File: config.mk
export PLATFORM = sky130hd
export DESIGN_NAME = go_back_n_sender
export DESIGN_NICKNAME = d
export VERILOG_FILES = /design/src/rtl/core/gbn_pkg.sv /design/src/rtl/core/gbn_alu.sv /design/src/rtl/core/gbn_ram.sv /design/src/rtl/core/go_back_n_sender.sv
export VERILOG_INCLUDE_DIRS = /design/src /design/src/rtl/core
export SDC_FILE = /design/constraint.sdc
export NUM_CORES = 2
export LEC_CHECK = 0
export ABC_AREA = 1
export ABC_CLOCK_PERIOD_IN_PS = 13560
export BUFFER_PORTS_ARGS = -buffer_cell sky130_fd_sc_hd__buf_2
export CAP_MARGIN = 5
export CORE_ASPECT_RATIO = 0.75
export CORE_UTILIZATION = 55
export DETAILED_ROUTE_END_ITERATION = 10
export PLACE_DENSITY = 0.72
export SYNTH_ARGS = -nofsm -noshare
export SYNTH_HDL_FRONTEND = slang
export SYNTH_SLANG_ARGS = --single-unit
File: constraint.sdc
create_clock -name clk -period 13.56 [get_ports clk]
set_input_delay 1.356 -clock clk [delete_from_list [all_inputs] [get_ports clk]]
set_output_delay 1.356 -clock clk [all_outputs]
set_load 0.01 [all_outputs]
File: src/rtl/core/assert_macros.svh
// Assertion helper macros for the go-back-n sender RTL.
// Expects clk and rst_n in scope at the point of use.
`ifndef ASSERT_MACROS_SVH
`define ASSERT_MACROS_SVH

// Same-cycle implication, checked outside reset.
`define GBN_ASSERT_IMP(lbl, ante, cons, msg) \
  lbl: assert property (@(posedge clk) disable iff (!rst_n) (ante) |-> (cons)) else $error(msg);

// Next-cycle implication, checked outside reset.
`define GBN_ASSERT_NXT(lbl, ante, cons, msg) \
  lbl: assert property (@(posedge clk) disable iff (!rst_n) (ante) |=> (cons)) else $error(msg);

`endif

File: src/rtl/core/gbn_pkg.sv
// Shared types and constants of the go-back-n sender.
// No dependencies; used by gbn_alu and the go-back-n sender top level.
`timescale 1ns / 1ps

package gbn_pkg;

  localparam int SEQ_W  = 31;
  localparam int CSUM_W = 32;
  localparam int WORD_W = 32;
  localparam int ALU_W  = 33;
  localparam int TMR_W  = 16;
  localparam int CMD_W  = 2;
  localparam int CFG_IDX_W  = 1;
  localparam int CFG_DATA_W = 31;

  localparam logic [CMD_W-1:0] CMD_MSG  = 2'd0;
  localparam logic [CMD_W-1:0] CMD_PKT  = 2'd1;
  localparam logic [CMD_W-1:0] CMD_TICK = 2'd2;

  localparam logic [CFG_IDX_W-1:0] CFG_ACK_MARKER = 1'd0;
  localparam logic [CFG_IDX_W-1:0] CFG_TIMEOUT    = 1'd1;

  localparam logic [SEQ_W-1:0] ACK_MARKER_RST = 31'd1;
  localparam logic [TMR_W-1:0] TIMEOUT_RST    = 16'd20;

  // Request to the shared adder: sum = a + b + cin, eq = (sum[31:0] == cmp)
  typedef struct packed {
    logic [ALU_W-1:0]  a;
    logic [ALU_W-1:0]  b;
    logic              cin;
    logic [WORD_W-1:0] cmp;
  } alu_req_t;

endpackage

File: src/rtl/core/gbn_alu.sv
// Shared 33-bit adder with equality compare for the sender sequencer.
// Depends on gbn_pkg (alu_req_t).
`timescale 1ns / 1ps

module gbn_alu (
  input  gbn_pkg::alu_req_t        req,
  output logic [gbn_pkg::ALU_W-1:0] sum,
  output logic                      eq
);
  import gbn_pkg::*;

  assign sum = req.a + req.b + {{(ALU_W-1){1'b0}}, req.cin};
  assign eq  = (sum[WORD_W-1:0] == req.cmp);

endmodule

File: src/rtl/core/gbn_ram.sv
// Simple dual-port RAM, one write and one registered read port.
// No package dependencies; holds the window and pending rings.
`timescale 1ns / 1ps

module gbn_ram #(
  parameter int DEPTH = 8,
  parameter int WIDTH = 8,
  parameter int AW    = (DEPTH > 1) ? $clog2(DEPTH) : 1
) (
  input  logic             clk,
  input  logic             we,
  input  logic [AW-1:0]    waddr,
  input  logic [WIDTH-1:0] wdata,
  input  logic             re,
  input  logic [AW-1:0]    raddr,
  output logic [WIDTH-1:0] rdata
);

  logic [WIDTH-1:0] mem [DEPTH];

  always_ff @(posedge clk) begin
    if (we) begin
      mem[waddr] <= wdata;
    end
  end

  always_ff @(posedge clk) begin
    if (re) begin
      rdata <= mem[raddr];
    end
  end

endmodule

File: src/rtl/core/go_back_n_sender.sv
// Go-back-n sender top level: sequencer, window/pending rings, output register.
// Depends on gbn_pkg, gbn_alu, gbn_ram and assert_macros.svh.
//
//  channel | dir | handshake          | payload
//  in_     | in  | in_tvalid/tready   | tuser: command; tdata: handle, sums, pkt fields
//  out_    | out | out_tvalid/tready  | tdata: seq, handle, checksum; tuser: resend; tlast
//  cfg_    | in  | cfg_valid/ready    | cfg_index, cfg_data
//
// States per request: a message goes IDLE, MSG, then SEND if the window has room;
// a tick goes IDLE, TICK, then RESEND once per resent packet; an ack goes IDLE,
// CHK1, CHK2 and, if accepted, FREE once per entry compared (each freed entry, plus
// the one that ends the walk unless the window empties), POST, DRAIN, then SEND and
// DRAIN per queued message moved into the window. The shared adder and the one read
// port of each ring set this sequencing. Output backpressure holds SEND and RESEND.
// Reset is synchronous; the rings are not cleared (counts track live entries).
`timescale 1ns / 1ps
`include "assert_macros.svh"

module go_back_n_sender #(
  parameter int WINDOW        = 8,
  parameter int PENDING_DEPTH = 32,
  parameter int HANDLE_BITS   = 8,
  parameter int PAYLOAD_BYTES = 20,
  // derived
  parameter int SUM_W  = $clog2(PAYLOAD_BYTES * 128 + 1) + 1,
  parameter int IN_W   = ((HANDLE_BITS + 2 * SUM_W + 96) + 7) / 8 * 8,
  parameter int OUT_W  = ((31 + HANDLE_BITS + 32) + 7) / 8 * 8
) (
  input  logic                           clk,
  input  logic                           rst_n,
  input  logic                           in_tvalid,
  output logic                           in_tready,
  // msg_handle, msg_payload_sum, pkt_seq, pkt_acknum, pkt_checksum, pkt_payload_sum
  input  logic [IN_W-1:0]                in_tdata,
  // command
  input  logic [gbn_pkg::CMD_W-1:0]      in_tuser,
  output logic                           out_tvalid,
  input  logic                           out_tready,
  // out_seq, out_handle, out_checksum
  output logic [OUT_W-1:0]               out_tdata,
  // is_resend
  output logic                           out_tuser,
  output logic                           out_tlast,
  input  logic                           cfg_valid,
  output logic                           cfg_ready,
  input  logic [gbn_pkg::CFG_IDX_W-1:0]  cfg_index,
  input  logic [gbn_pkg::CFG_DATA_W-1:0] cfg_data
);
  import gbn_pkg::*;

  localparam int HB    = HANDLE_BITS;
  localparam int WA    = (WINDOW > 1) ? $clog2(WINDOW) : 1;
  localparam int WC_W  = $clog2(WINDOW + 1);
  localparam int PA    = (PENDING_DEPTH > 1) ? $clog2(PENDING_DEPTH) : 1;
  localparam int PC_W  = $clog2(PENDING_DEPTH + 1);
  localparam int WE_W  = SEQ_W + HB + CSUM_W;
  localparam int PE_W  = HB + SUM_W;

  // input field offsets
  localparam int O_HDL  = 0;
  localparam int O_MSUM = O_HDL + HB;
  localparam int O_SEQ  = O_MSUM + SUM_W;
  localparam int O_ACK  = O_SEQ + WORD_W;
  localparam int O_CSUM = O_ACK + WORD_W;
  localparam int O_PSUM = O_CSUM + WORD_W;

  localparam logic [3:0] S_IDLE   = 4'd0;
  localparam logic [3:0] S_MSG    = 4'd1;
  localparam logic [3:0] S_CHK1   = 4'd2;
  localparam logic [3:0] S_CHK2   = 4'd3;
  localparam logic [3:0] S_FREE   = 4'd4;
  localparam logic [3:0] S_POST   = 4'd5;
  localparam logic [3:0] S_DRAIN  = 4'd6;
  localparam logic [3:0] S_SEND   = 4'd7;
  localparam logic [3:0] S_TICK   = 4'd8;
  localparam logic [3:0] S_RESEND = 4'd9;

  logic [3:0] state_r, state_nxt;

  // latched request payload
  logic [HB-1:0]     hdl_r;
  logic [SUM_W-1:0]  msum_r;
  logic [WORD_W-1:0] pseq_r, ackn_r, pcsum_r;
  logic [SUM_W-1:0]  psum_r;
  logic [WORD_W-1:0] t_r, t_nxt;

  logic [WA-1:0]   win_head_r, win_head_nxt;
  logic [WC_W-1:0] win_count_r, win_count_nxt;
  logic [WA-1:0]   win_ptr_r, win_ptr_nxt;
  logic [WC_W-1:0] res_idx_r, res_idx_nxt;
  logic [PA-1:0]   pend_head_r, pend_head_nxt;
  logic [PC_W-1:0] pend_count_r, pend_count_nxt;
  logic [SEQ_W-1:0] next_seq_r, next_seq_nxt;
  logic             tmr_run_r, tmr_run_nxt;
  logic [TMR_W-1:0] tmr_left_r, tmr_left_nxt;
  logic             from_pend_r, from_pend_nxt;
  logic [SEQ_W-1:0] ack_marker_r;
  logic [TMR_W-1:0] timeout_r;

  logic              out_valid_r, out_valid_nxt;
  logic [SEQ_W-1:0]  out_seq_r, out_seq_nxt;
  logic [HB-1:0]     out_hdl_r, out_hdl_nxt;
  logic [CSUM_W-1:0] out_csum_r, out_csum_nxt;
  logic              out_resend_r, out_resend_nxt;
  logic              out_last_r, out_last_nxt;

  // ring ports
  logic            win_we, win_re;
  logic [WA-1:0]   win_waddr, win_raddr;
  logic [WE_W-1:0] win_wdata, win_rdata;
  logic            pend_we, pend_re;
  logic [PA-1:0]   pend_waddr, pend_raddr;
  logic [PE_W-1:0] pend_wdata, pend_rdata;

  alu_req_t         alu_req;
  logic [ALU_W-1:0] alu_sum;
  logic             alu_eq;

  logic [WA-1:0]    win_head_inc, win_ptr_inc, win_tail;
  logic [WC_W:0]    win_tail_ext;
  logic [PA-1:0]    pend_head_inc, pend_tail;
  logic [PC_W:0]    pend_tail_ext;
  logic             out_free, in_fire;
  logic [HB-1:0]    send_hdl;
  logic [SUM_W-1:0] send_sum;
  logic [SEQ_W-1:0] rd_seq;
  logic [HB-1:0]    rd_hdl;
  logic [CSUM_W-1:0] rd_csum;

  gbn_alu u_alu (
    .req (alu_req),
    .sum (alu_sum),
    .eq  (alu_eq)
  );

  gbn_ram #(.DEPTH(WINDOW), .WIDTH(WE_W), .AW(WA)) u_win_ram (
    .clk   (clk),
    .we    (win_we),
    .waddr (win_waddr),
    .wdata (win_wdata),
    .re    (win_re),
    .raddr (win_raddr),
    .rdata (win_rdata)
  );

  gbn_ram #(.DEPTH(PENDING_DEPTH), .WIDTH(PE_W), .AW(PA)) u_pend_ram (
    .clk   (clk),
    .we    (pend_we),
    .waddr (pend_waddr),
    .wdata (pend_wdata),
    .re    (pend_re),
    .raddr (pend_raddr),
    .rdata (pend_rdata)
  );

  assign in_tready  = (state_r == S_IDLE);
  assign in_fire    = in_tvalid && in_tready;
  assign cfg_ready  = 1'b1;
  assign out_tvalid = out_valid_r;
  assign out_tdata  = OUT_W'({out_csum_r, out_hdl_r, out_seq_r});
  assign out_tuser  = out_resend_r;
  assign out_tlast  = out_last_r;
  assign out_free   = !out_valid_r || out_tready;

  // ring pointer arithmetic (depths need not be powers of two)
  assign win_head_inc  = (win_head_r == WA'(WINDOW - 1)) ? '0 : win_head_r + 1'b1;
  assign win_ptr_inc   = (win_ptr_r == WA'(WINDOW - 1)) ? '0 : win_ptr_r + 1'b1;
  assign win_tail_ext  = {{(WC_W + 1 - WA){1'b0}}, win_head_r} + {1'b0, win_count_r};
  assign win_tail      = (win_tail_ext >= (WC_W + 1)'(WINDOW))
                         ? WA'(win_tail_ext - (WC_W + 1)'(WINDOW)) : WA'(win_tail_ext);
  assign pend_head_inc = (pend_head_r == PA'(PENDING_DEPTH - 1)) ? '0 : pend_head_r + 1'b1;
  assign pend_tail_ext = {{(PC_W + 1 - PA){1'b0}}, pend_head_r} + {1'b0, pend_count_r};
  assign pend_tail     = (pend_tail_ext >= (PC_W + 1)'(PENDING_DEPTH))
                         ? PA'(pend_tail_ext - (PC_W + 1)'(PENDING_DEPTH))
                         : PA'(pend_tail_ext);

  assign rd_seq  = win_rdata[SEQ_W-1:0];
  assign rd_hdl  = win_rdata[SEQ_W +: HB];
  assign rd_csum = win_rdata[SEQ_W + HB +: CSUM_W];

  assign send_hdl = from_pend_r ? pend_rdata[HB-1:0] : hdl_r;
  assign send_sum = from_pend_r ? pend_rdata[HB +: SUM_W] : msum_r;

  always_comb begin
    state_nxt      = state_r;
    t_nxt          = t_r;
    win_head_nxt   = win_head_r;
    win_count_nxt  = win_count_r;
    win_ptr_nxt    = win_ptr_r;
    res_idx_nxt    = res_idx_r;
    pend_head_nxt  = pend_head_r;
    pend_count_nxt = pend_count_r;
    next_seq_nxt   = next_seq_r;
    tmr_run_nxt    = tmr_run_r;
    tmr_left_nxt   = tmr_left_r;
    from_pend_nxt  = from_pend_r;
    out_valid_nxt  = out_valid_r && !out_tready;
    out_seq_nxt    = out_seq_r;
    out_hdl_nxt    = out_hdl_r;
    out_csum_nxt   = out_csum_r;
    out_resend_nxt = out_resend_r;
    out_last_nxt   = out_last_r;

    win_we     = 1'b0;
    win_waddr  = win_tail;
    win_wdata  = {alu_sum[CSUM_W-1:0], send_hdl, next_seq_r};
    win_re     = 1'b0;
    win_raddr  = win_head_r;
    pend_we    = 1'b0;
    pend_waddr = pend_tail;
    pend_wdata = {msum_r, hdl_r};
    pend_re    = 1'b0;
    pend_raddr = pend_head_r;

    alu_req = '0;

    unique case (state_r)
      S_IDLE: begin
        if (in_tvalid) begin
          unique case (in_tuser)
            CMD_MSG:  state_nxt = S_MSG;
            CMD_PKT:  state_nxt = S_CHK1;
            CMD_TICK: state_nxt = S_TICK;
            default:  state_nxt = S_IDLE;
          endcase
        end
      end

      S_MSG: begin
        state_nxt = S_IDLE;
        if (win_count_r < WC_W'(WINDOW)) begin
          from_pend_nxt = 1'b0;
          state_nxt     = S_SEND;
        end else if (pend_count_r < PC_W'(PENDING_DEPTH)) begin
          pend_we        = 1'b1;
          pend_count_nxt = pend_count_r + 1'b1;
        end
      end

      // checksum check: seq + acknum, then + payload sum against checksum
      S_CHK1: begin
        alu_req.a = {pseq_r[WORD_W-1], pseq_r};
        alu_req.b = {ackn_r[WORD_W-1], ackn_r};
        t_nxt     = alu_sum[WORD_W-1:0];
        state_nxt = S_CHK2;
      end

      S_CHK2: begin
        alu_req.a   = {t_r[WORD_W-1], t_r};
        alu_req.b   = {{(ALU_W - SUM_W){psum_r[SUM_W-1]}}, psum_r};
        alu_req.cmp = pcsum_r;
        state_nxt   = S_IDLE;
        if (alu_eq && ackn_r == {1'b0, ack_marker_r} && win_count_r != '0) begin
          win_re      = 1'b1;
          win_raddr   = win_head_r;
          win_ptr_nxt = win_head_r;
          state_nxt   = S_FREE;
        end
      end

      // signed acked seq minus entry seq; non-negative frees the entry
      S_FREE: begin
        alu_req.a   = {pseq_r[WORD_W-1], pseq_r};
        alu_req.b   = ~{2'b00, rd_seq};
        alu_req.cin = 1'b1;
        state_nxt   = S_POST;
        if (!alu_sum[ALU_W-1]) begin
          win_head_nxt  = win_head_inc;
          win_count_nxt = win_count_r - 1'b1;
          if (win_count_r > WC_W'(1)) begin
            win_re      = 1'b1;
            win_raddr   = win_ptr_inc;
            win_ptr_nxt = win_ptr_inc;
            state_nxt   = S_FREE;
          end
        end
      end

      S_POST: begin
        if (win_count_r == '0) begin
          tmr_run_nxt  = 1'b0;
          tmr_left_nxt = '0;
        end
        state_nxt = S_DRAIN;
      end

      S_DRAIN: begin
        state_nxt = S_IDLE;
        if (win_count_r < WC_W'(WINDOW) && pend_count_r != '0) begin
          pend_re        = 1'b1;
          pend_head_nxt  = pend_head_inc;
          pend_count_nxt = pend_count_r - 1'b1;
          from_pend_nxt  = 1'b1;
          state_nxt      = S_SEND;
        end
      end

      S_SEND: begin
        alu_req.a = {2'b00, next_seq_r};
        alu_req.b = {{(ALU_W - SUM_W){send_sum[SUM_W-1]}}, send_sum};
        if (out_free) begin
          out_valid_nxt  = 1'b1;
          out_seq_nxt    = next_seq_r;
          out_hdl_nxt    = send_hdl;
          out_csum_nxt   = alu_sum[CSUM_W-1:0];
          out_resend_nxt = 1'b0;
          out_last_nxt   = from_pend_r
                           ? !(win_count_r < WC_W'(WINDOW - 1) && pend_count_r != '0)
                           : 1'b1;
          win_we        = 1'b1;
          win_count_nxt = win_count_r + 1'b1;
          next_seq_nxt  = next_seq_r + 1'b1;
          if (win_count_r == '0 && !tmr_run_r) begin
            tmr_run_nxt  = 1'b1;
            tmr_left_nxt = timeout_r;
          end
          state_nxt = from_pend_r ? S_DRAIN : S_IDLE;
        end
      end

      S_TICK: begin
        state_nxt = S_IDLE;
        if (tmr_run_r) begin
          if (tmr_left_r <= TMR_W'(1)) begin
            if (win_count_r != '0) begin
              tmr_left_nxt = timeout_r;
              win_re       = 1'b1;
              win_raddr    = win_head_r;
              win_ptr_nxt  = win_head_r;
              res_idx_nxt  = '0;
              state_nxt    = S_RESEND;
            end else begin
              tmr_run_nxt  = 1'b0;
              tmr_left_nxt = '0;
            end
          end else begin
            tmr_left_nxt = tmr_left_r - 1'b1;
          end
        end
      end

      S_RESEND: begin
        if (out_free) begin
          out_valid_nxt  = 1'b1;
          out_seq_nxt    = rd_seq;
          out_hdl_nxt    = rd_hdl;
          out_csum_nxt   = rd_csum;
          out_resend_nxt = 1'b1;
          out_last_nxt   = (res_idx_r + 1'b1 == win_count_r);
          res_idx_nxt    = res_idx_r + 1'b1;
          if (res_idx_r + 1'b1 == win_count_r) begin
            state_nxt = S_IDLE;
          end else begin
            win_re      = 1'b1;
            win_raddr   = win_ptr_inc;
            win_ptr_nxt = win_ptr_inc;
          end
        end
      end

      default: state_nxt = S_IDLE;
    endcase
  end

  // request payload capture, plus the datapath registers without reset
  always_ff @(posedge clk) begin
    if (in_fire) begin
      hdl_r   <= in_tdata[O_HDL +: HB];
      msum_r  <= in_tdata[O_MSUM +: SUM_W];
      pseq_r  <= in_tdata[O_SEQ +: WORD_W];
      ackn_r  <= in_tdata[O_ACK +: WORD_W];
      pcsum_r <= in_tdata[O_CSUM +: WORD_W];
      psum_r  <= in_tdata[O_PSUM +: SUM_W];
    end
    t_r          <= t_nxt;
    win_ptr_r    <= win_ptr_nxt;
    res_idx_r    <= res_idx_nxt;
    from_pend_r  <= from_pend_nxt;
    out_seq_r    <= out_seq_nxt;
    out_hdl_r    <= out_hdl_nxt;
    out_csum_r   <= out_csum_nxt;
    out_resend_r <= out_resend_nxt;
    out_last_r   <= out_last_nxt;
  end

  always_ff @(posedge clk) begin
    if (!rst_n) begin
      state_r      <= S_IDLE;
      win_head_r   <= '0;
      win_count_r  <= '0;
      pend_head_r  <= '0;
      pend_count_r <= '0;
      next_seq_r   <= '0;
      tmr_run_r    <= 1'b0;
      tmr_left_r   <= '0;
      out_valid_r  <= 1'b0;
      ack_marker_r <= ACK_MARKER_RST;
      timeout_r    <= TIMEOUT_RST;
    end else begin
      state_r      <= state_nxt;
      win_head_r   <= win_head_nxt;
      win_count_r  <= win_count_nxt;
      pend_head_r  <= pend_head_nxt;
      pend_count_r <= pend_count_nxt;
      next_seq_r   <= next_seq_nxt;
      tmr_run_r    <= tmr_run_nxt;
      tmr_left_r   <= tmr_left_nxt;
      out_valid_r  <= out_valid_nxt;
      if (cfg_valid && cfg_ready) begin
        unique case (cfg_index)
          CFG_ACK_MARKER: ack_marker_r <= cfg_data[SEQ_W-1:0];
          CFG_TIMEOUT:    timeout_r    <= cfg_data[TMR_W-1:0];
          default: ;
        endcase
      end
    end
  end

  `GBN_ASSERT_IMP(a_win_bound, 1'b1, win_count_r <= WC_W'(WINDOW), "window count overflow")
  `GBN_ASSERT_IMP(a_pend_bound, 1'b1, pend_count_r <= PC_W'(PENDING_DEPTH), "pending overflow")
  `GBN_ASSERT_IMP(a_tmr_win, state_r == S_IDLE, tmr_run_r == (win_count_r != '0), "timer/window mismatch")
  `GBN_ASSERT_NXT(a_out_load, out_valid_r && !out_tready, out_valid_r, "result dropped")

endmodule
Word-level counts from Yosys, hierarchy flattened
Memories as Yosys holds them, arrays and structs flattened. A register that Yosys moved wholly into a read port is not among the register bits.
Index checks and enable logic that the tools add are counted.
{ "totals": {"out_inout_bits": 77, "n_memories": 2, "romBits": 0, "ram_bits": 1240, "elab_cells": 231, "latch_bits": 0, "reg_bits": 361, "input_bits": 175} }
{ "op_classes": {"magnitude_cmp": 7, "n_div": 0, "add_sub_neg": 16, "mux": 105, "bitwise": 3, "n_reduce_logical": 38, "shifts": 0, "mul": 0, "n_eq_ne": 34} }
{ "memory_table": {"columns": ["memory", "words", "word_bits", "read_ports", "rd_clocked_by_memory_dff", "write_ports", "line", "source"], "rows": [
  ["u_pend_ram.mem", 32, 21, 1, 1, 1, "gbn_ram.sv:19", "logic [WIDTH-1:0] mem [DEPTH];"],
  ["u_win_ram.mem", 8, 71, 1, 1, 1, "gbn_ram.sv:19", null]
]} }
{ "ops": {"columns": ["op", "n"], "rows": [
  ["$pmux 66 s4", 1],
  ["$mux 16", 6],
  ["$mux 32", 3],
  ["$pmux 32 s2", 1],
  ["$mux 31", 2],
  ["$pmux 31 s2", 1],
  ["$mux 3", 19],
  ["$mux 4", 13],
  ["$pmux 16 s3", 1],
  ["$pmux 4 s10", 1],
  ["$mux 1", 36],
  ["$ne 2x2->1 const B", 17],
  ["$add 33x1->33", 1],
  ["$add 33x33->33", 1],
  ["$not 31->33", 1],
  ["$eq 32x31->1", 1],
  ["$eq 32x32->1", 1],
  ["$add 31x1->31 const B", 1],
  ["$mux 8", 3],
  ["$mux 6", 3],
  ["$eq 4x3->1 const B", 4],
  ["$le 16x1->1 const B", 1],
  ["$pmux 4 s2", 2],
  ["$pmux 8 s2", 1],
  ["other kinds (50)", 82]
]} }

Depth between registers and ports, before layout
{ "logic_depth": {"depth_word": 9, "ltp_mapped": 39, "ltp_nobuf": 36} }

Cells and area by module
Synthesis repeated with hierarchy kept, for this count alone.
{ "unflattened": {"hier_cells": 7369, "area_unflattened_um2": 74694.1} }
{ "modules_own_cells": {"columns": ["mod", "seq_area_each_um2", "n_inst", "area_per_inst_um2", "cells_per_inst"], "rows": [
  ["gbn_ram (u_pend_ram)", 20810.0, 1, 27775.4, 2338],
  ["gbn_ram (u_win_ram)", 19188.4, 1, 27002.1, 2543],
  ["go_back_n_sender", 9659.3, 1, 16574.6, 1813],
  ["gbn_alu", 0.0, 1, 3342.0, 675]
]} }

Worst setup path before layout
OpenSTA, ideal clock, no wires.
{ "synth_timing": {"path_kind": "reg-to-reg", "from": "reg state_r[3]", "to": "reg u_win_ram.rdata[0], read port of u_win_ram.mem, enable pin", "n_path_buf": 1, "arrival_time_ns": 6.477, "path_stages_with_launch": 27, "t_required_ns": 12.447, "setup_time_ns": 1.113, "path_slack_ns": 5.970, "period_less_slack_ns": 7.590, "path_cell_list": "dfxtp_1 > nor2_1 > nand2_1 > inv_1 > clkbuf_1 > nand2_1 > o2111ai_1 > ha_1 > nand3_1 > nand2_1 > fa_1 > nand2_1 > nand2_1 > nand3b_1 > nand2_1 > nand3_1 > nand2_1 > nand2_1 > nand2_1 > xor2_1 > nand2_1 > nand2_1 > nor2_1 > nand3_1 > nor2_1 > nand3_1 > o2111ai_1"} }
{ "synth_between": {"elab_chain_len": 9, "word_cells_on_any_way": 19, "cone_classes": "add/sub (2); eq/ne (7); mux (8); reduce/logical (2)"} }
{ "synth_rtl": {"columns": ["item", "line", "source"], "rows": [
  ["from (decl)", "go_back_n_sender.sv:78", "logic [3:0] state_r, state_nxt;"],
  ["from (signal assigned)", "go_back_n_sender.sv:400", "state_r <= state_nxt;"],
  ["$eq 4x3->1 / $eq 4x2->1 (equally long branches)", "go_back_n_sender.sv:217", "unique case (state_r)"],
  ["$pmux 66 s4", "go_back_n_sender.sv:217", null],
  ["$add 33x33->33", "gbn_alu.sv:12", "assign sum = req.a + req.b + {{(ALU_W-1){1'b0}}, req.cin};"],
  ["$add 33x1->33 (*)", "gbn_alu.sv:12", null],
  ["net alu_sum[22]", "go_back_n_sender.sv:116", "logic [ALU_W-1:0] alu_sum;"],
  ["$eq 32x32->1 (*)", "gbn_alu.sv:13", "assign eq = (sum[WORD_W-1:0] == req.cmp);"],
  ["$logic_and 1x1->1 (*) (2 in a row)", "go_back_n_sender.sv:253", "if (alu_eq && ackn_r == {1'b0, ack_marker_r} && win_count_r != '0) begin"],
  ["$mux 1 (*)", "go_back_n_sender.sv:253", null],
  ["$pmux 1 s4 (*)", "go_back_n_sender.sv:217", null],
  ["net u_win_ram.re", "gbn_ram.sv:14", "input logic re,"],
  ["to (decl)", "gbn_ram.sv:16", "output logic [WIDTH-1:0] rdata"]
]} }
Mark *: on every way through the listed nets, which the timed path passes. The rest lies on a longest branch.
A chain may end at the register's enable or synchronous reset.

Final worst setup path
{ "layout_timing": {"from": "reg state_r[3]", "to": "reg u_win_ram.rdata[6], read port of u_win_ram.mem, data pin"} }
{ "layout_between": {"elab_chain_len": 9, "word_cells_on_any_way": 19, "cone_classes": "add/sub (2); eq/ne (7); mux (8); reduce/logical (2)"} }
{ "layout_rtl": {"columns": ["item", "line"], "rows": [
  ["$eq 4x3->1 / $eq 4x2->1 (equally long branches)", "go_back_n_sender.sv:217"],
  ["$pmux 66 s4", "go_back_n_sender.sv:217"],
  ["$add 33x33->33", "gbn_alu.sv:12"],
  ["$add 33x1->33", "gbn_alu.sv:12"],
  ["$eq 32x32->1", "gbn_alu.sv:13"],
  ["$logic_and 1x1->1 (2 in a row)", "go_back_n_sender.sv:253"],
  ["$mux 1", "go_back_n_sender.sv:253"],
  ["$pmux 1 s4", "go_back_n_sender.sv:217"]
]} }
Parallel ways exist; a longest one is shown, timed or not.

==> flow_metrics.tcl <==
set metrics [dict create \
    ys_types 63 \
    post_cts_resized 0 \
    worstPathRequired_ns 14.14 \
    vias 51110 \
    synth_top_family_by_area "simple AND/OR/NAND/NOR gates" \
    mostFrequentLayoutCells "nand2_1 (1819), edfxtp_1 (1575), nor2_1 (640), o21ai_0 (595), nand3_1 (428)" \
    skew_ns 0.03818 \
    clkSinkCount 1693 \
    netlist_instances 6494 \
    critPathKind "reg -> reg" \
    worst_hold_startpoint "win_count_r[3]" \
    fin_total_pwr_uw 13650 \
    hold_class "reg -> reg" \
    yosysSeqAreaShare_pct 69.11 \
    internal-power_uw 9547 \
    sw_frac_of_total_pct 30.07 \
    drive_gt1_share_pct 9.546 \
    grt.overflow.total 0 \
    clkTransAtPathRegs_ns 0.06 \
    die_w_um 419.4 \
    synthMuxAreaShare_pct 0 \
    p_per_area_mw_per_mm2 171.0 \
    startpoint "state_r[3]" \
    cpPeakStageDelay_ns 0.89 \
    syn_nets 6727 \
    netlist_area_mm2 0.07185 \
    synth.yosys.warnings 0 \
    die-area_mm2 0.1321 \
    cts_tree "built" \
    async_reset_ff_share_pct 0 \
    die_y_um 315.0 \
    cts_buffer_depth 3 \
    grt_max_degree 222 \
    start_kind "register" \
    root_buffer "clkbuf_16" \
    synth_edf_count 1575 \
    clk-insertion-delay-late_ns 0.81 \
    endpoint_kind "register" \
    clkPwrFrac_pct 32.7 \
    numCtsBuffers 160 \
    htreeDepth 4 \
    row_count 114 \
    hold_viol_final 0 \
    antenna_found_initial 11 \
    r2r_start "state_r[3]" \
    peakVddDrop_mv 0.1383 \
    grt_pass1_vias 47380 \
    worstMarginPinSlew_ns 1.272 \
    cp_slowest_cell "buf_4" \
    syn2layout_area_growth_pct 11.08 \
    grt_usage_pct 30.61 \
    final_common_cell "nand2_1" \
    final_core_util_pct 61.76 \
    post_cts.repair.setup_buffers 0 \
    initial_core_util_pct 55.60 \
    status "finished clean" \
    finalSetupViolCount 0 \
    cp_max_fo 134 \
    max-cap-violations 0 \
    p_seq_share_pct 48.2 \
    place_area_mm2 0.07466 \
    ctsHoldBuffers 0 \
    viasPerCell 6.015 \
    postRouteAntennaNets 0 \
    synth-main-ff-cell "edfxtp_1" \
    grt_pass1_wl_mm 298.5 \
    synth-simple-area-share_pct 17.11 \
    setup-tns-final_ns 0 \
    portBuffers 243 \
    wl_mm 204.2 \
    cp.arrival_ns 9.49 \
    synth_compound_area_share_pct 8.332 \
    fillerInstances 9949 \
    synth_xor_area_share_pct 0.7871 \
    final_area_mm2 0.07981 \
    avgSynthCellArea_um2 11.06 \
    post-route-drc-count 0 \
    critPathMostFrequentCell "nand2_1" \
    comb_power_share_pct 19.2 \
    synth_fa_ha_area_share_pct 1.052 \
    fmax_mhz 112.3 \
    switching_power_uw 4104 \
    hpwl_mm 123.0 \
    place.gp.congestion 0.9901 \
    relSlewSlack_pct 15.20 \
    fin_crit_sh_pct 65.68 \
    drtIter0Drc 7174 \
    leakage_uw 0.02974 \
    first_pass_iters 7 \
    io_pins 252 \
    drv_slew 0 \
    coreArea_mm2 0.1292 \
    ys_ff_latch 1693 \
    wl_per_cell_um 24.03 \
    fin_nets 6859 \
    min_period_ns 8.906 \
    rsz0062_at_grt "false" \
]
## Yosys cell counts, types with 5 or more instances
master	count	area [µm²]
a211oi_1	10	75.07
a21oi_1	110	550.5
inv_1	246	923.4
nand4_1	20	125.1
dfxtp_1	118	2362
clkbuf_1	205	769.5
nand3_1	428	2142
o211ai_1	63	473.0
buf_4	35	262.8
buf_1	23	86.33
xnor3_1	5	112.6
nor4_1	7	43.79
nand2_1	1819	6828
o21ai_0	595	2978
o2111ai_1	14	122.6
o221ai_1	95	832.1
nand2_2	10	62.56
a22oi_1	6	45.04
xor2_1	34	297.8
nor2_2	5	31.28
xnor2_1	15	131.4
inv_2	10	37.54
nand3b_1	15	112.6
a31oi_1	35	219.0
ha_1	54	675.7
nor3_1	35	175.2
o22ai_1	84	525.5
buf_2	83	415.4
nor2_1	683	2564
edfxtp_1	1575	47300
## power groups by stage
stage | logic, µW | clock network [µW] | registers, µW
detailed placement | 2550 | 0 | 6680
floorplan | 1550 | 0 | 6700
global placement | 2500 | 0 | 6670
global route | 2840 | 4670 | 6590
CTS | 2560 | 4480 | 6570
finish | 2620 | 4460 | 6580
## logic make-up after synthesis
family / after synthesis
AO/OA/AOI/OAI: 1032
XOR/XNOR: 55
adder cells (fa/ha/maj): 58
buffers and inverters: 610
flip-flops: 1693
other: 2
AND/OR/NAND/NOR: 3044
## worst max-delay path: cells and delay by family (launching register included)
family / cells / cell delay [ns]
AOI/OAI and AO/OA: 1 / 0.13
adders and majority gates: 2 / 0.85
buffers and inverters: 7 / 2.27
DFF: 1 / 0.34
and+or+nand+nor: 27 / 4.97
## routing by layer
layer | share of wire (%) | up-vias | track usage [%]
met1 | 42 | 24740 | 46.55
met5 | 0.043 | - | 0
met3 | 13 | 359 | 7.930
met2 | 42 | 2936 | 43.13
li1 | - | 23070 | -
met4 | 2.6 | 14 | 9.282
## layout make-up
type                            count  area, µm²  share of cell area, %
Antenna cell                        1      2.502               0.003135
Clock buffer                      205       4318                  5.410
Clock inverter                     88      828.3                  1.038
Inverter                          258      983.4                  1.232
Multi-Input combinational cell   4191      19990                  25.04
Sequential cell                  1693      49670                  62.23
Tap cell                         1740       2177                  2.728
Timing Repair Buffer              322       1847                  2.314
## path summary, 6_finish.rpt
path / to / slack [ns] / cells past startpoint
setup / recovery: u_win_ram.rdata[6] / 4.65 / 37
hold / removal: win_count_r[3] / 0.47 / 1
setup reg to reg: u_win_ram.rdata[6] / 4.65 / 37
hold reg to reg: win_count_r[3] / 0.47 / 1
## flip-flops by register name (all words and copies together), names as in the netlist, 6 cells and up
signal            flops
out_csum_r           32
psum_r               13
u_pend_ram.rdata     21
timeout_r            16
pseq_r               32
msum_r               13
t_r                  32
tmr_left_r           16
out_hdl_r             8
pend_count_r          6
out_seq_r            31
u_win_ram.mem       568
ack_marker_r         31
pcsum_r              32
hdl_r                 8
ackn_r               32
u_win_ram.rdata      71
next_seq_r           31
u_pend_ram.mem      672
## metrics by stage
| stage | hold slack [ns] | cells | setup WS, ns |
|---|---|---|---|
| after global placement | 0.4389 | 8204 | 5.088 |
| after floorplan | 0.4223 | 6494 | 5.970 |
| final | 0.4678 | 8498 | 4.654 |
| after global routing | 0.4865 | 8497 | 4.187 |
| after detailed placement | 0.4518 | 8204 | 5.021 |
| after CTS | 0.4657 | 8497 | 4.966 |
Power figures use the tool's default switching activity.
